**src/rtl/core/cgapg_pkg.sv**
```systemverilog
// ----------------------------------------------------------------------------
// cgapg_pkg
// Shared types, constants and color helpers of the CGA pixel generator.
// ----------------------------------------------------------------------------
package cgapg_pkg;

    // Default size of the character font store in bytes.
    localparam int FONT_BYTES_DEFAULT = 8192;

    // Width of the font address field on the input stream.
    localparam int FONT_ADDR_W = 13;

    // Glyph base addresses for scanlines 8 to 15 and 0 to 7 of a character cell.
    localparam logic [13:0] GLYPH_HIGH_BASE = 14'h1800;
    localparam logic [13:0] GLYPH_LOW_BASE  = 14'h1000;

    // Channel intensities.
    localparam logic [7:0] LEVEL_OFF    = 8'h00;
    localparam logic [7:0] LEVEL_NORMAL = 8'hAA;
    localparam logic [7:0] LEVEL_BRIGHT = 8'hFF;

    // Depth of the queue between the front and the back end.
    localparam int QUEUE_DEPTH = 4;

    // Command codes on the input stream.
    localparam logic CMD_LOAD   = 1'b0;
    localparam logic CMD_RENDER = 1'b1;

    // Display mode register bits.
    localparam int MODE_GRAPHICS_BIT = 1;
    localparam int MODE_HIRES_BIT    = 4;

    // Kind of pixel run that one render item produces.
    typedef enum logic [1:0] {
        KIND_TEXT = 2'd0,
        KIND_GFX2 = 2'd1,
        KIND_GFX1 = 2'd2
    } kind_t;

    // One render job handed from the front to the back end.
    typedef struct packed {
        kind_t      kind;
        logic [7:0] pixels;     // glyph row in text mode, packed pixels in graphics
        logic [7:0] attribute;
    } job_t;

    // Queue status seen by the front and the back end.
    typedef struct packed {
        logic full;
        logic empty;
    } q_status_t;

    // One pixel color.
    typedef struct packed {
        logic [7:0] red;
        logic [7:0] green;
        logic [7:0] blue;
    } rgb_t;

    // Text color from three color bits (red, green, blue = bits 2, 1, 0).
    function automatic rgb_t text_color(input logic [2:0] bits3, input logic bright);
        logic [7:0] level;
        rgb_t       c;
        level   = bright ? LEVEL_BRIGHT : LEVEL_NORMAL;
        c.red   = bits3[2] ? level : LEVEL_OFF;
        c.green = bits3[1] ? level : LEVEL_OFF;
        c.blue  = bits3[0] ? level : LEVEL_OFF;
        return c;
    endfunction

    // Fixed 2bpp graphics palette.
    function automatic rgb_t gfx_palette(input logic [1:0] index);
        rgb_t c;
        case (index)
            2'd0:    c = '{LEVEL_OFF,    LEVEL_OFF,    LEVEL_NORMAL};
            2'd1:    c = '{LEVEL_OFF,    LEVEL_NORMAL, LEVEL_NORMAL};
            2'd2:    c = '{LEVEL_NORMAL, LEVEL_OFF,    LEVEL_NORMAL};
            default: c = '{LEVEL_BRIGHT, LEVEL_BRIGHT, LEVEL_BRIGHT};
        endcase
        return c;
    endfunction

endpackage

```
**src/rtl/core/cgapg_back.sv**
```systemverilog
// ----------------------------------------------------------------------------
// cgapg_back
// Expands the job at the queue head into pixels, one per cycle while the
// queue holds a job and the output is not stalled, into an output register.
// ----------------------------------------------------------------------------
module cgapg_back
    import cgapg_pkg::*;
(
    input  logic        clk,
    input  logic        rst_n,
    input  job_t        head_job,
    input  q_status_t   q_status,
    output logic        pop,
    output logic        m_axis_tvalid,
    input  logic        m_axis_tready,
    output logic [23:0] m_axis_tdata,
    output logic        m_axis_tlast
);

    localparam logic [2:0] LAST_GFX2 = 3'd3;
    localparam logic [2:0] LAST_FULL = 3'd7;

    logic [2:0]  pix_reg;
    logic [2:0]  pix_next;
    logic        m_valid_reg;
    logic        m_valid_next;
    logic [23:0] m_data_reg;
    logic        m_last_reg;
    logic        step;
    logic        is_last;
    logic [2:0]  last_index;
    logic [1:0]  pair;
    rgb_t        color;

    assign step = !q_status.empty && (!m_valid_reg || m_axis_tready);
    assign last_index = (head_job.kind == KIND_GFX2) ? LAST_GFX2 : LAST_FULL;
    assign is_last = pix_reg == last_index;
    assign pop = step && is_last;
    assign pair = head_job.pixels[{pix_reg[1:0], 1'b0} +: 2];

    // Color of the current pixel.
    always_comb
    begin
        case (head_job.kind)
            KIND_TEXT:
            begin
                // Glyph bits go out most significant first.
                if (head_job.pixels[~pix_reg])
                begin
                    color = text_color(head_job.attribute[2:0], head_job.attribute[3]);
                end
                else
                begin
                    color = text_color(head_job.attribute[6:4], head_job.attribute[7]);
                end
            end
            KIND_GFX2:
            begin
                color = gfx_palette(pair);
            end
            KIND_GFX1:
            begin
                if (head_job.pixels[pix_reg])
                begin
                    color = '{LEVEL_BRIGHT, LEVEL_BRIGHT, LEVEL_BRIGHT};
                end
                else
                begin
                    color = '{LEVEL_OFF, LEVEL_OFF, LEVEL_OFF};
                end
            end
            default:
            begin
                color = '{LEVEL_OFF, LEVEL_OFF, LEVEL_OFF};
            end
        endcase
    end

    // Pixel counter and output valid.
    always_comb
    begin
        pix_next = pix_reg;
        if (pop)
        begin
            pix_next = '0;
        end
        else if (step)
        begin
            pix_next = pix_reg + 1'b1;
        end

        if (step)
        begin
            m_valid_next = 1'b1;
        end
        else if (m_axis_tready)
        begin
            m_valid_next = 1'b0;
        end
        else
        begin
            m_valid_next = m_valid_reg;
        end
    end

    always_ff @(posedge clk or negedge rst_n)
    begin
        if (!rst_n)
        begin
            pix_reg     <= '0;
            m_valid_reg <= 1'b0;
        end
        else
        begin
            pix_reg     <= pix_next;
            m_valid_reg <= m_valid_next;
        end
    end

    // Output payload register.
    always_ff @(posedge clk)
    begin
        if (step)
        begin
            m_data_reg <= {color.blue, color.green, color.red};
            m_last_reg <= is_last;
        end
    end

    assign m_axis_tvalid = m_valid_reg;
    assign m_axis_tdata  = m_data_reg;
    assign m_axis_tlast  = m_last_reg;

endmodule

```
**config.mk**
```make
export PLATFORM = sky130hd
export DESIGN_NAME = cgapg_back
export DESIGN_NICKNAME = d
export VERILOG_FILES = /design/src/rtl/core/cgapg_pkg.sv /design/src/rtl/core/cgapg_back.sv
export SDC_FILE = /design/constraint.sdc
export NUM_CORES = 1
export LEC_CHECK = 0
export BUFFER_PORTS_ARGS = -buffer_cell sky130_fd_sc_hd__buf_2
export CAP_MARGIN = 20
export CORE_MARGIN = 5
export CORE_UTILIZATION = 41
export CTS_BUF_LIST = sky130_fd_sc_hd__clkbuf_2 sky130_fd_sc_hd__clkbuf_4 sky130_fd_sc_hd__clkbuf_8
export DETAILED_ROUTE_END_ITERATION = 6
export HOLD_SLACK_MARGIN = 0.06
export PLACE_DENSITY = 0.88
export SLEW_MARGIN = 20
export SYNTH_ARGS = -nofsm -noshare
export SYNTH_HDL_FRONTEND = slang
export SYNTH_SLANG_ARGS = --single-unit
export TNS_END_PERCENT = 20
```
**constraint.sdc**
```tcl
create_clock -name clk -period 2.1 [get_ports clk]
set_clock_uncertainty 0.05 [all_clocks]
set_input_delay 0.21 -clock clk [delete_from_list [all_inputs] [get_ports clk]]
set_output_delay 0.21 -clock clk [all_outputs]
set_load 0.005 [all_outputs]
```
==> reports/metrics.csv <==
metric,value,unit
async set-reset flop share out of synthesis,0.364,
ANT cells,0,
fraction of layout cells with a size suffix above 1,0.571,
Area Growth Syn to Fin,22.0,%
H-tree levels,1,
leading cell types by count after synthesis,"18 x buf_4, 7 x edfxtp_1, 6 x nor2_1",
Die H,57.3,um
number of vias per cell,5.11,
Area contributors post-synth,"edfxtp_1 23%, buf_4 15%, mux4_1 11%",
drt wl/cell,12.6,um
Synth Cell Area,916,um^2
TritonCTS clock tree,yes,
Nets,144,
die area,3280,um^2
worst hold path type,input port to flop,
post-synth top area share,0.230,
Final Cycle Share,0.984,
outcome,"complete, no violations",
"Top FF cell, synth",edfxtp_1,
crit path time final,2.07,ns
via count,751,
Tot Pwr,1.10,mW
cell taking the most area after synthesis,edfxtp_1,
power per cell area,980,nW/um^2
clock slew at reported path FFs,0.06,ns
DRC,0,
Max-Cap Viols,0,
"Req. time, crit path",2.06,ns
largest net degree at the start of global routing,9,
most numerous cell in the Yosys netlist,buf_4,
Syn Nets,105,
Core Area,2170,um^2
clk_lat worst skew,0.27,ns
Leak,0.542,nW
I/O Buffers,48,
"Worst Setup Slack, final",0.0344,ns
RSZ-0062 raised after global routing,true,
Slew @ Worst Pin,0.400,ns
Routed Antenna Nets,0,
first-pass GRT wire length,2.96,mm
DR pass1 iterations,4,
CP Launch Type,flop,
Critical Path AT,2.02,ns
Fin Hold WS,0.0937,ns
initial antenna violation count,0,
drt total wl,1.85,mm
total congestion overflow,0,
Initial DRC Count,14,
Peak Freq,484,MHz
Synth Register Bits,11,
dpl hpwl,1.60,mm
FP Rows,17,
Unique masters post-synth,26,
slew margin rel.,0.732,
crit path capture type,flop,
max reg flops,6,
cts bufs inserted,3,
Final setup viols,0,
dpl ws,-0.0609,ns
critical path type,flop to flop,
Final Hold Viols,0,
VDD IR max,0.494,mV
number of synthesized flops with an enable pin,7,
Die Width,57.3,um
post-synthesis average cell area,11.3,um^2
Setup TNS,0,ns
effective utilization at floorplan,0.422,
CP max FO,4,
GRT Util Overall,0.115,
Mapped Cells,81,
Ports,50,
routability cong.,0.797,
Max Buffers Root-to-Sink,2,
synth warn,0,
vias in the first global route,703,
final slew viol count,0,
sequential share of the synthesized area,0.339,
Root Buffer,clkbuf_4,
clock net sink count,11,
-- worst max-delay path, stage by stage (launching register included) --
cell and delay [ns]:
dfrtp_2 0.41, mux4_2 0.51, mux2_4 0.30, a32o_2 0.23
or3_1 0.30
-- cell type report --
type	count	area, um^2
Timing Repair Buffer	54	288
Multi-Input combinational cell	47	440
Inverter	3	11.3
Fill cell	200	1050
Sequential cell	11	313
Clock buffer	4	30.0
Tap cell	28	35.0
-- power breakdown --
group,switching (mW),total (mW),internal [mW]
combinational,0.231,0.575,0.344
clock,0.0628,0.149,0.0862
sequential,0.0713,0.371,0.300
-- what timing repair did --
item / CTS / global route
buffers inserted: 1 / 0
endpoints found under the setup margin: 3 / 3
gates resized for setup: 3 / 0
endpoints found under the hold margin: 4 / 0
pin swaps: 4 / 2
hold buffers: 1 / 0
-- per-layer routing --
layer	up-vias	wire, um	GRT usage
met1	342	646	0.115
met5	-	0	0
met4	0	44	0.0596
li1	361	-	-
met2	43	947	0.227
met3	5	215	0.0158
-- worst paths after layout --
check | depth (start not counted) | slack [ns] | start | to
worst max-delay path | 4 | 0.03 | pix_reg[0] | m_axis_tdata[22]
worst min-delay path | 2 | 0.09 | q_status[0] | m_axis_tvalid
worst max register to register | 4 | 0.03 | pix_reg[0] | m_axis_tdata[22]
worst min register to register | 2 | 0.50 | m_axis_tvalid | m_axis_tvalid
max in group asynchronous | 2 | 1.62 | rst_n | pix_reg[0]
min in group asynchronous | 2 | 0.25 | rst_n | pix_reg[2]
-- cell families after synthesis --
| family | count (synthesis) | share of synthesized area |
|---|---|---|
| compound gates | 8 | 0.0601 |
| fa+ha+maj | 1 | 0.0137 |
| buf+inv | 23 | 0.178 |
| mux | 13 | 0.258 |
| flops | 11 | 0.339 |
| simple gates | 24 | 0.142 |
| xor+xnor | 1 | 0.00956 |
-- placed cells by master (no fill, tap or decap), drive strengths merged, types with 2 or more instances in the layout --
master	synthesis	layout
nand2	4	4
o311ai	2	2
nand3	3	3
inv	3	3
o21ai	2	2
buf	20	53
nor2b	3	3
clkbuf	0	4
mux4	6	6
mux2i	4	4
and4	3	3
or3	3	3
mux2	3	3
nor2	6	6
edfxtp	7	7
a21oi	2	2
dfrtp	4	4
-- metrics by stage --
step | cell area [um^2] | std cells | utilization
final | 1120 | 147 | 0.515
after floorplan | 912 | 81 | -
after detailed placement | 1070 | 141 | 0.491
after global routing | 1120 | 147 | 0.515
after CTS | 1120 | 147 | 0.515
after global placement | 1070 | 141 | 0.491
(Power assumes the default switching activity.)
