$ cat config.mk
export PLATFORM = sky130hd
export DESIGN_NAME = cgapg_queue
export DESIGN_NICKNAME = d
export VERILOG_FILES = /design/src/rtl/core/cgapg_pkg.sv /design/src/rtl/core/cgapg_queue.sv
export SDC_FILE = /design/constraint.sdc
export NUM_CORES = 1
export LEC_CHECK = 0
export BUFFER_PORTS_ARGS = -buffer_cell sky130_fd_sc_hd__clkbuf_2
export CORE_MARGIN = 4
export CORE_UTILIZATION = 40
export CTS_CLUSTER_DIAMETER = 30
export DETAILED_ROUTE_END_ITERATION = 10
export PLACE_DENSITY = 0.65
export SLEW_MARGIN = 20
export SYNTH_ARGS = -nofsm -noshare
export SYNTH_HDL_FRONTEND = slang
export SYNTH_SLANG_ARGS = --single-unit
export TNS_END_PERCENT = 30
$ cat constraint.sdc
create_clock -name clk -period 2.6 [get_ports clk]
set_clock_uncertainty 0.1 [all_clocks]
set_input_delay 0 -clock clk [delete_from_list [all_inputs] [get_ports clk]]
set_output_delay 0 -clock clk [all_outputs]
set_load 0.05 [all_outputs]
$ cat src/rtl/core/cgapg_pkg.sv
// ----------------------------------------------------------------------------
// cgapg_pkg
// Shared types, constants and color helpers of the CGA pixel generator.
// ----------------------------------------------------------------------------
package cgapg_pkg;

    // Default size of the character font store in bytes.
    localparam int FONT_BYTES_DEFAULT = 8192;

    // Width of the font address field on the input stream.
    localparam int FONT_ADDR_W = 13;

    // Glyph base addresses for scanlines 8 to 15 and 0 to 7 of a character cell.
    localparam logic [13:0] GLYPH_HIGH_BASE = 14'h1800;
    localparam logic [13:0] GLYPH_LOW_BASE  = 14'h1000;

    // Channel intensities.
    localparam logic [7:0] LEVEL_OFF    = 8'h00;
    localparam logic [7:0] LEVEL_NORMAL = 8'hAA;
    localparam logic [7:0] LEVEL_BRIGHT = 8'hFF;

    // Depth of the queue between the front and the back end.
    localparam int QUEUE_DEPTH = 4;

    // Command codes on the input stream.
    localparam logic CMD_LOAD   = 1'b0;
    localparam logic CMD_RENDER = 1'b1;

    // Display mode register bits.
    localparam int MODE_GRAPHICS_BIT = 1;
    localparam int MODE_HIRES_BIT    = 4;

    // Kind of pixel run that one render item produces.
    typedef enum logic [1:0] {
        KIND_TEXT = 2'd0,
        KIND_GFX2 = 2'd1,
        KIND_GFX1 = 2'd2
    } kind_t;

    // One render job handed from the front to the back end.
    typedef struct packed {
        kind_t      kind;
        logic [7:0] pixels;     // glyph row in text mode, packed pixels in graphics
        logic [7:0] attribute;
    } job_t;

    // Queue status seen by the front and the back end.
    typedef struct packed {
        logic full;
        logic empty;
    } q_status_t;

    // One pixel color.
    typedef struct packed {
        logic [7:0] red;
        logic [7:0] green;
        logic [7:0] blue;
    } rgb_t;

    // Text color from three color bits (red, green, blue = bits 2, 1, 0).
    function automatic rgb_t text_color(input logic [2:0] bits3, input logic bright);
        logic [7:0] level;
        rgb_t       c;
        level   = bright ? LEVEL_BRIGHT : LEVEL_NORMAL;
        c.red   = bits3[2] ? level : LEVEL_OFF;
        c.green = bits3[1] ? level : LEVEL_OFF;
        c.blue  = bits3[0] ? level : LEVEL_OFF;
        return c;
    endfunction

    // Fixed 2bpp graphics palette.
    function automatic rgb_t gfx_palette(input logic [1:0] index);
        rgb_t c;
        case (index)
            2'd0:    c = '{LEVEL_OFF,    LEVEL_OFF,    LEVEL_NORMAL};
            2'd1:    c = '{LEVEL_OFF,    LEVEL_NORMAL, LEVEL_NORMAL};
            2'd2:    c = '{LEVEL_NORMAL, LEVEL_OFF,    LEVEL_NORMAL};
            default: c = '{LEVEL_BRIGHT, LEVEL_BRIGHT, LEVEL_BRIGHT};
        endcase
        return c;
    endfunction

endpackage

$ cat src/rtl/core/cgapg_queue.sv
// ----------------------------------------------------------------------------
// cgapg_queue
// Short job queue that decouples the front end from the pixel back end.
// ----------------------------------------------------------------------------
module cgapg_queue
    import cgapg_pkg::*;
(
    input  logic      clk,
    input  logic      rst_n,
    input  logic      push,
    input  job_t      push_job,
    input  logic      pop,
    output job_t      head_job,
    output q_status_t q_status
);

    localparam int PTR_W = $clog2(QUEUE_DEPTH);
    localparam int CNT_W = $clog2(QUEUE_DEPTH + 1);

    job_t             slots [0:QUEUE_DEPTH-1];
    logic [PTR_W-1:0] wr_ptr_reg;
    logic [PTR_W-1:0] wr_ptr_next;
    logic [PTR_W-1:0] rd_ptr_reg;
    logic [PTR_W-1:0] rd_ptr_next;
    logic [CNT_W-1:0] count_reg;
    logic [CNT_W-1:0] count_next;
    logic             do_push;
    logic             do_pop;

    assign q_status.full  = count_reg == CNT_W'(QUEUE_DEPTH);
    assign q_status.empty = count_reg == '0;
    assign do_push        = push && !q_status.full;
    assign do_pop         = pop && !q_status.empty;
    assign head_job       = slots[rd_ptr_reg];

    // Pointer and fill count update.
    always_comb
    begin
        wr_ptr_next = wr_ptr_reg;
        rd_ptr_next = rd_ptr_reg;
        count_next  = count_reg;
        if (do_push)
        begin
            wr_ptr_next = (wr_ptr_reg == PTR_W'(QUEUE_DEPTH - 1)) ? '0 : wr_ptr_reg + 1'b1;
        end
        if (do_pop)
        begin
            rd_ptr_next = (rd_ptr_reg == PTR_W'(QUEUE_DEPTH - 1)) ? '0 : rd_ptr_reg + 1'b1;
        end
        if (do_push && !do_pop)
        begin
            count_next = count_reg + 1'b1;
        end
        else if (do_pop && !do_push)
        begin
            count_next = count_reg - 1'b1;
        end
    end

    always_ff @(posedge clk or negedge rst_n)
    begin
        if (!rst_n)
        begin
            wr_ptr_reg <= '0;
            rd_ptr_reg <= '0;
            count_reg  <= '0;
        end
        else
        begin
            wr_ptr_reg <= wr_ptr_next;
            rd_ptr_reg <= rd_ptr_next;
            count_reg  <= count_next;
        end
    end

    // Slot storage.
    always_ff @(posedge clk)
    begin
        if (do_push)
        begin
            slots[wr_ptr_reg] <= push_job;
        end
    end

endmodule

==> results of run 1 <==
synthesized netlist by cell type (2+ instances only):
library cell and n:
ha_1 6, edfxtp_1 72, buf_2 5, mux2_4 2
mux2_2 2, inv_1 3, mux4_2 18, xor2_1 2
nor3_1 2, nor2_1 2, dfrtp_1 7, and2_1 4
kinds of logic after synthesis:
family          after synthesis
compound gates                2
fa+ha+maj                     7
xor+xnor                      3
simple gates                 10
buf+inv                       8
flops                        79
mux                          22
what timing repair did:
item / in CTS / in global routing
endpoints found under the hold margin: 81 / 0
gates resized for setup: 0 / 0
hold buffers: 21 / 0
power groups by stage:
stage | sequential [W] | combinational [W] | clock (W)
after CTS | 0.00187 | 0.00187 | 0.000877
after global routing | 0.00190 | 0.00196 | 0.000947
final | 0.00187 | 0.00183 | 0.000857
after global placement | 0.00187 | 0.00179 | 0
after floorplan | 0.00180 | 0.00148 | 0
after detailed placement | 0.00190 | 0.00184 | 0
per-layer routing:
metal  part of all wire (%)  vias up  routed length (um)
li1                       -      683                   -
met1                     43      729                2130
met2                     51       38                2540
met3                    5.2        8                 257
met4                    1.0        0                  50
met5                      0        -                   0
worst max path at each step:
stage                            start            to  slack (ns)  depth (start not counted)
after floorplan           count_reg[0]  count_reg[1]        0.02                          7
after global routing      count_reg[0]  count_reg[2]        0.23                          7
final                     count_reg[0]  count_reg[2]        0.40                          7
after global placement    count_reg[0]  count_reg[2]        0.54                          7
after CTS                 count_reg[0]  count_reg[2]        0.37                          7
after detailed placement  count_reg[0]  count_reg[2]        0.40                          7
stage by stage:
stage	hold WS, ns	util, %	area [um^2]	power [W]
after floorplan	-0.396	-	3030	0.00328
after global placement	-0.258	46.3	3390	0.00366
after detailed placement	-0.248	46.3	3390	0.00374
after CTS	0.154	51.7	3790	0.00462
after global routing	0.174	51.7	3790	0.00480
final	0.163	51.7	3790	0.00455
worst reg2reg max path, stage by stage, from the launching register on:
cell and delay [ns]:
dfrtp_1 0.47, o31ai_2 0.42, ha_1 0.27, inv_1 0.06, fa_1 0.37, xor2_1 0.15
nor2_1 0.11, xor2_1 0.17
area by class of cell:
cell class	count	share of cell area, %
Inverter	3	0.297
Clock inverter	6	1.62
Timing Repair Buffer	69	12.3
Sequential cell	79	61.7
Tap cell	99	3.27
Multi-Input combinational cell	44	17.4
Clock buffer	10	3.37
==> impl_metrics.json, run 1 <==
{
  "dp_slack_ns": 0.400,
  "dp_hpwl_um": 3470,
  "ys_seq_area_share_pct": 77.0,
  "rsz0062_at_grt": "false",
  "routed_wl_um": 4980,
  "ys_ff_latch": 79,
  "worstHoldStart": "push",
  "grt_util_all_layers_pct": 12.5,
  "r2r-start": "count_reg[0]",
  "synth_ff_type": "edfxtp_1",
  "viasPerCell": 4.70,
  "synth_xor_area_share_pct": 0.866,
  "mostFrequentLayoutCells": "edfxtp_1 (72), clkbuf_2 (41), dlygate4sd3_1 (21)",
  "reg2reg_setup_slack_ns": 0.40,
  "end_kind": "flop",
  "die_area_um2": 9040,
  "mostFrequentLayoutCell": "edfxtp_1",
  "worstPathArrival_ns": 2.35,
  "nFillCells": 571,
  "drt-initial-drc-count": 66,
  "worst_slack_ns": 0.401,
  "register_area_um2": 2340,
  "fin_crit_sh_pct": 84.6,
  "area_growth_pct": 24.9,
  "layout-drive-gt1-share_pct": 41.2,
  "grtUsageMet3_pct": 4.26,
  "yosys.area.top_type": "edfxtp_1",
  "holdPathEnd": "count_reg[0]",
  "p_leak_nw": 1.38,
  "synth_area_um2": 3030,
  "worstSkewPairLatency_ns": 0.33,
  "largest_register_ffs": 72,
  "path_max_fanout": 5,
  "nNetsFinal": 235,
  "ctsRootBufferMaster": "clkbuf_8",
  "cts.sinks": 79,
  "synth-compound-area-share_pct": 0.660,
  "yosys.area_share.simple_pct": 2.02,
  "r2r_end": "count_reg[2]",
  "drc": 0,
  "instances_no_fill": 310,
  "port_buffers": 41,
  "synth.distinct_cells": 18,
  "grt_pass1_vias": 1597,
  "grt_util_met1_pct": 15.2,
  "cp.required_ns": 2.75,
  "worstPathCellList": "o31ai_2, ha_1, inv_1, fa_1, xor2_1, nor2_1, xor2_1",
  "crit_top_cell": "xor2_1",
  "antenna_left": 0,
  "worst-path-buf-inv": 1,
  "cts_buffer_depth": 2,
  "worstMarginPinSlew_ns": 0.880,
  "power.density_nw_per_um2": 1200,
  "antenna_cells": 0,
  "min_path_type": "in -> reg",
  "synth_warnings": 0,
  "cts.clk_slew.worst_paths_ns": 0.08,
  "finalSetupViolations": 0,
  "critPathTopFamily": "adder cells",
  "syn_nets": 160,
  "htree_levels": 3,
  "synth_top_family_by_area": "multiplexers",
  "rows": 31,
  "multi_input_area_um2": 661,
  "dpl.cell_count": 273,
  "status": "finished, final reports clean",
  "peakVddDrop_v": 0.000549,
  "fin_crit_ns": 2.20,
  "cp_slowest_stage_delay_ns": 0.47,
  "grt_max_degree": 21,
  "critical_path_class": "reg -> reg",
  "synthMuxAreaShare_pct": 15.1,
  "critPathSlowestCell": "dfrtp_1",
  "finalHoldViolations": 0,
  "max_cap_violations": 0,
  "wl_per_cell_um": 16.1,
  "numCtsBuffers": 9,
  "cts_setup_buffers": 0,
  "drtPass1Iterations": 4,
  "synth_largest_type_area_fraction_pct": 71.3,
  "synth_area_leaders": "edfxtp_1 (71%), mux4_2 (13%), dfrtp_1 (5.8%)",
  "vias": 1458,
  "die_w_um": 95.1,
  "die_h_um": 95.1,
  "grt_pass1_wl_um": 8240,
  "fin_tns_setup_ns": 0,
  "start_kind": "flop",
  "min_path_cells": 4,
  "grt_busiest_layer": "met2",
  "synth_fa_ha_area_share_pct": 3.13,
  "core_um2": 7330,
  "power_frac_comb_pct": 40.1,
  "pwr-share-seq_pct": 41.0,
  "antenna_found_initial": 0,
  "pwr-share-clk_pct": 18.8,
  "use_met2_pct": 20.9,
  "worst_r2r_path_depth": 7,
  "synth.avg_cell_area_um2": 23.2,
  "drv_slew": 0,
  "slew_headroom_pct": 41.3,
  "cts_tree": "built",
  "synth_edf_count": 72,
  "place_congestion": 0.714,
  "initial_core_util_pct": 41.4,
  "synth_cells": 131,
  "grt-ovfl-total": 0,
  "fmax_mhz": 455,
  "switching_share_pct": 39.1,
  "io_pins": 42,
  "p_int_w": 0.00277,
  "switching_power_w": 0.00178,
  "async_reset_ff_share_pct": 8.86
}
(Power assumes the default switching activity.)
==> inputs of run 2 (changes only) <==
--- a/config.mk
+++ b/config.mk
@@ -10,7 +10,7 @@
 export CORE_UTILIZATION = 40
 export CTS_CLUSTER_DIAMETER = 30
 export DETAILED_ROUTE_END_ITERATION = 10
-export PLACE_DENSITY = 0.65
+export PLACE_DENSITY = 0.67
 export SLEW_MARGIN = 20
 export SYNTH_ARGS = -nofsm -noshare
 export SYNTH_HDL_FRONTEND = slang
==> constraint.sdc (replaced) <==
create_clock -name clk -period 1.9 [get_ports clk]
set_clock_uncertainty 0.1 [all_clocks]
set_input_delay 0 -clock clk [delete_from_list [all_inputs] [get_ports clk]]
set_output_delay 0 -clock clk [all_outputs]
set_load 0.05 [all_outputs]
==> impl_metrics.json, run 2 (same netlist as run 1, synthesis figures left out) <==
{
  "status": "finished, violations left",
  "violations": "setup timing",
  "power.density_nw_per_um2": 1660,
  "antenna_left": 0,
  "worstSkewPairLatency_ns": 0.34,
  "finalHoldViolations": 0,
  "mostFrequentLayoutCells": "edfxtp_1 (72), clkbuf_2 (40), dlygate4sd3_1 (21)",
  "rows": 31,
  "io_pins": 42,
  "peakVddDrop_v": 0.000764,
  "drt-initial-drc-count": 31,
  "end_kind": "flop",
  "place_congestion": 0.718,
  "grt_pass1_vias": 1741,
  "cts.sinks": 79,
  "worstPathArrival_ns": 2.07,
  "nNetsFinal": 251,
  "cts_buffer_depth": 2,
  "worst_slack_ns": -0.0386,
  "vias": 1576,
  "port_buffers": 41,
  "worstMarginPinSlew_ns": 0.346,
  "drtPass1Iterations": 4,
  "grt-ovfl-total": 0,
  "dp_hpwl_um": 3930,
  "die_h_um": 95.1,
  "dp_slack_ns": -0.169,
  "finalSetupViolations": 2,
  "viasPerCell": 4.83,
  "fmax_mhz": 516,
  "largest_register_ffs": 72,
  "fin_crit_sh_pct": 102,
  "initial_core_util_pct": 41.4,
  "area_growth_pct": 32.5,
  "cp.required_ns": 2.03,
  "cts.clk_slew.worst_paths_ns": 0.08,
  "rsz0062_at_grt": "true",
  "grt_max_degree": 16,
  "grt_util_all_layers_pct": 13.9,
  "mostFrequentLayoutCell": "edfxtp_1",
  "antenna_found_initial": 0,
  "antenna_cells": 0,
  "ctsRootBufferMaster": "clkbuf_8",
  "path_max_fanout": 3,
  "p_leak_nw": 1.48,
  "start_kind": "flop",
  "die_w_um": 95.1,
  "max_cap_violations": 0,
  "die_area_um2": 9040,
  "drc": 0,
  "slew_headroom_pct": 76.9,
  "cts_tree": "built",
  "critical_path_class": "reg -> reg",
  "fin_tns_setup_ns": -0.0487,
  "drv_slew": 0,
  "fin_crit_ns": 1.94,
  "numCtsBuffers": 9,
  "wl_per_cell_um": 17.6,
  "layout-drive-gt1-share_pct": 48.9,
  "core_um2": 7330,
  "htree_levels": 3,
  "grt_pass1_wl_um": 9000,
  "routed_wl_um": 5730,
  "min_path_type": "in -> reg"
}
==> run 2: worst max-delay path: stages, from the launching register on <==
cell     delay (ns)
dfrtp_2        0.45
nor3b_4        0.27
nor2b_4        0.08
ha_4           0.16
inv_2          0.05
fa_2           0.43
mux2_2         0.28
==> run 2: through the flow <==
stage	util, %	hold WS (ns)	total power, W	instance area [um^2]	instances
final	54.8	0.0688	0.00667	4020	326
after global routing	54.8	0.0926	0.00700	4020	326
after CTS	54.6	0.0936	0.00672	4000	325
after detailed placement	48.5	-0.249	0.00541	3550	285
after global placement	48.5	-0.255	0.00526	3550	285
after floorplan	-	-0.396	0.00454	3060	131
==> run 2: routing by layer <==
metal	wire, um	GRT usage, %
met5	0	0
met4	104	5.77
met3	215	3.55
met2	3160	25.1
met1	2250	15.4
==> run 2: path summary, 6_finish.rpt <==
kind | startpoint | end | slack (ns) | cells past startpoint
setup / recovery | count_reg[1] | count_reg[1] | -0.04 | 6
hold / removal | push | count_reg[0] | 0.07 | 4
setup reg to reg | count_reg[1] | count_reg[1] | -0.04 | 6
hold reg to reg | wr_ptr_reg[1] | wr_ptr_reg[1] | 0.51 | 1
max in group asynchronous | rst_n | count_reg[0] | 0.92 | 3
min in group asynchronous | rst_n | count_reg[2] | 0.50 | 3
==> run 2: final cells by class <==
cell class | count | area, um^2
timing repair buffer | 85 | 646
multi-input combinational | 44 | 701
sequential | 79 | 2340
clock inverter | 6 | 71.3
clock buffer | 10 | 128
tap | 99 | 124
fill | 553 | 3310
inverter | 3 | 11.3
==> run 2: power by group <==
group | switching, W | internal, W
clock network | 0.000599 | 0.000613
logic | 0.00184 | 0.00114
registers | 0.000158 | 0.00232
==> run 2: what timing repair did <==
item | in CTS | in global routing
endpoints found under the setup margin | 14 | 46
pin swaps | 3 | 2
hold buffers | 21 | 0
setup buffers | 3 | 1
hold endpoints to repair | 81 | 0
gates resized for setup | 4 | 3
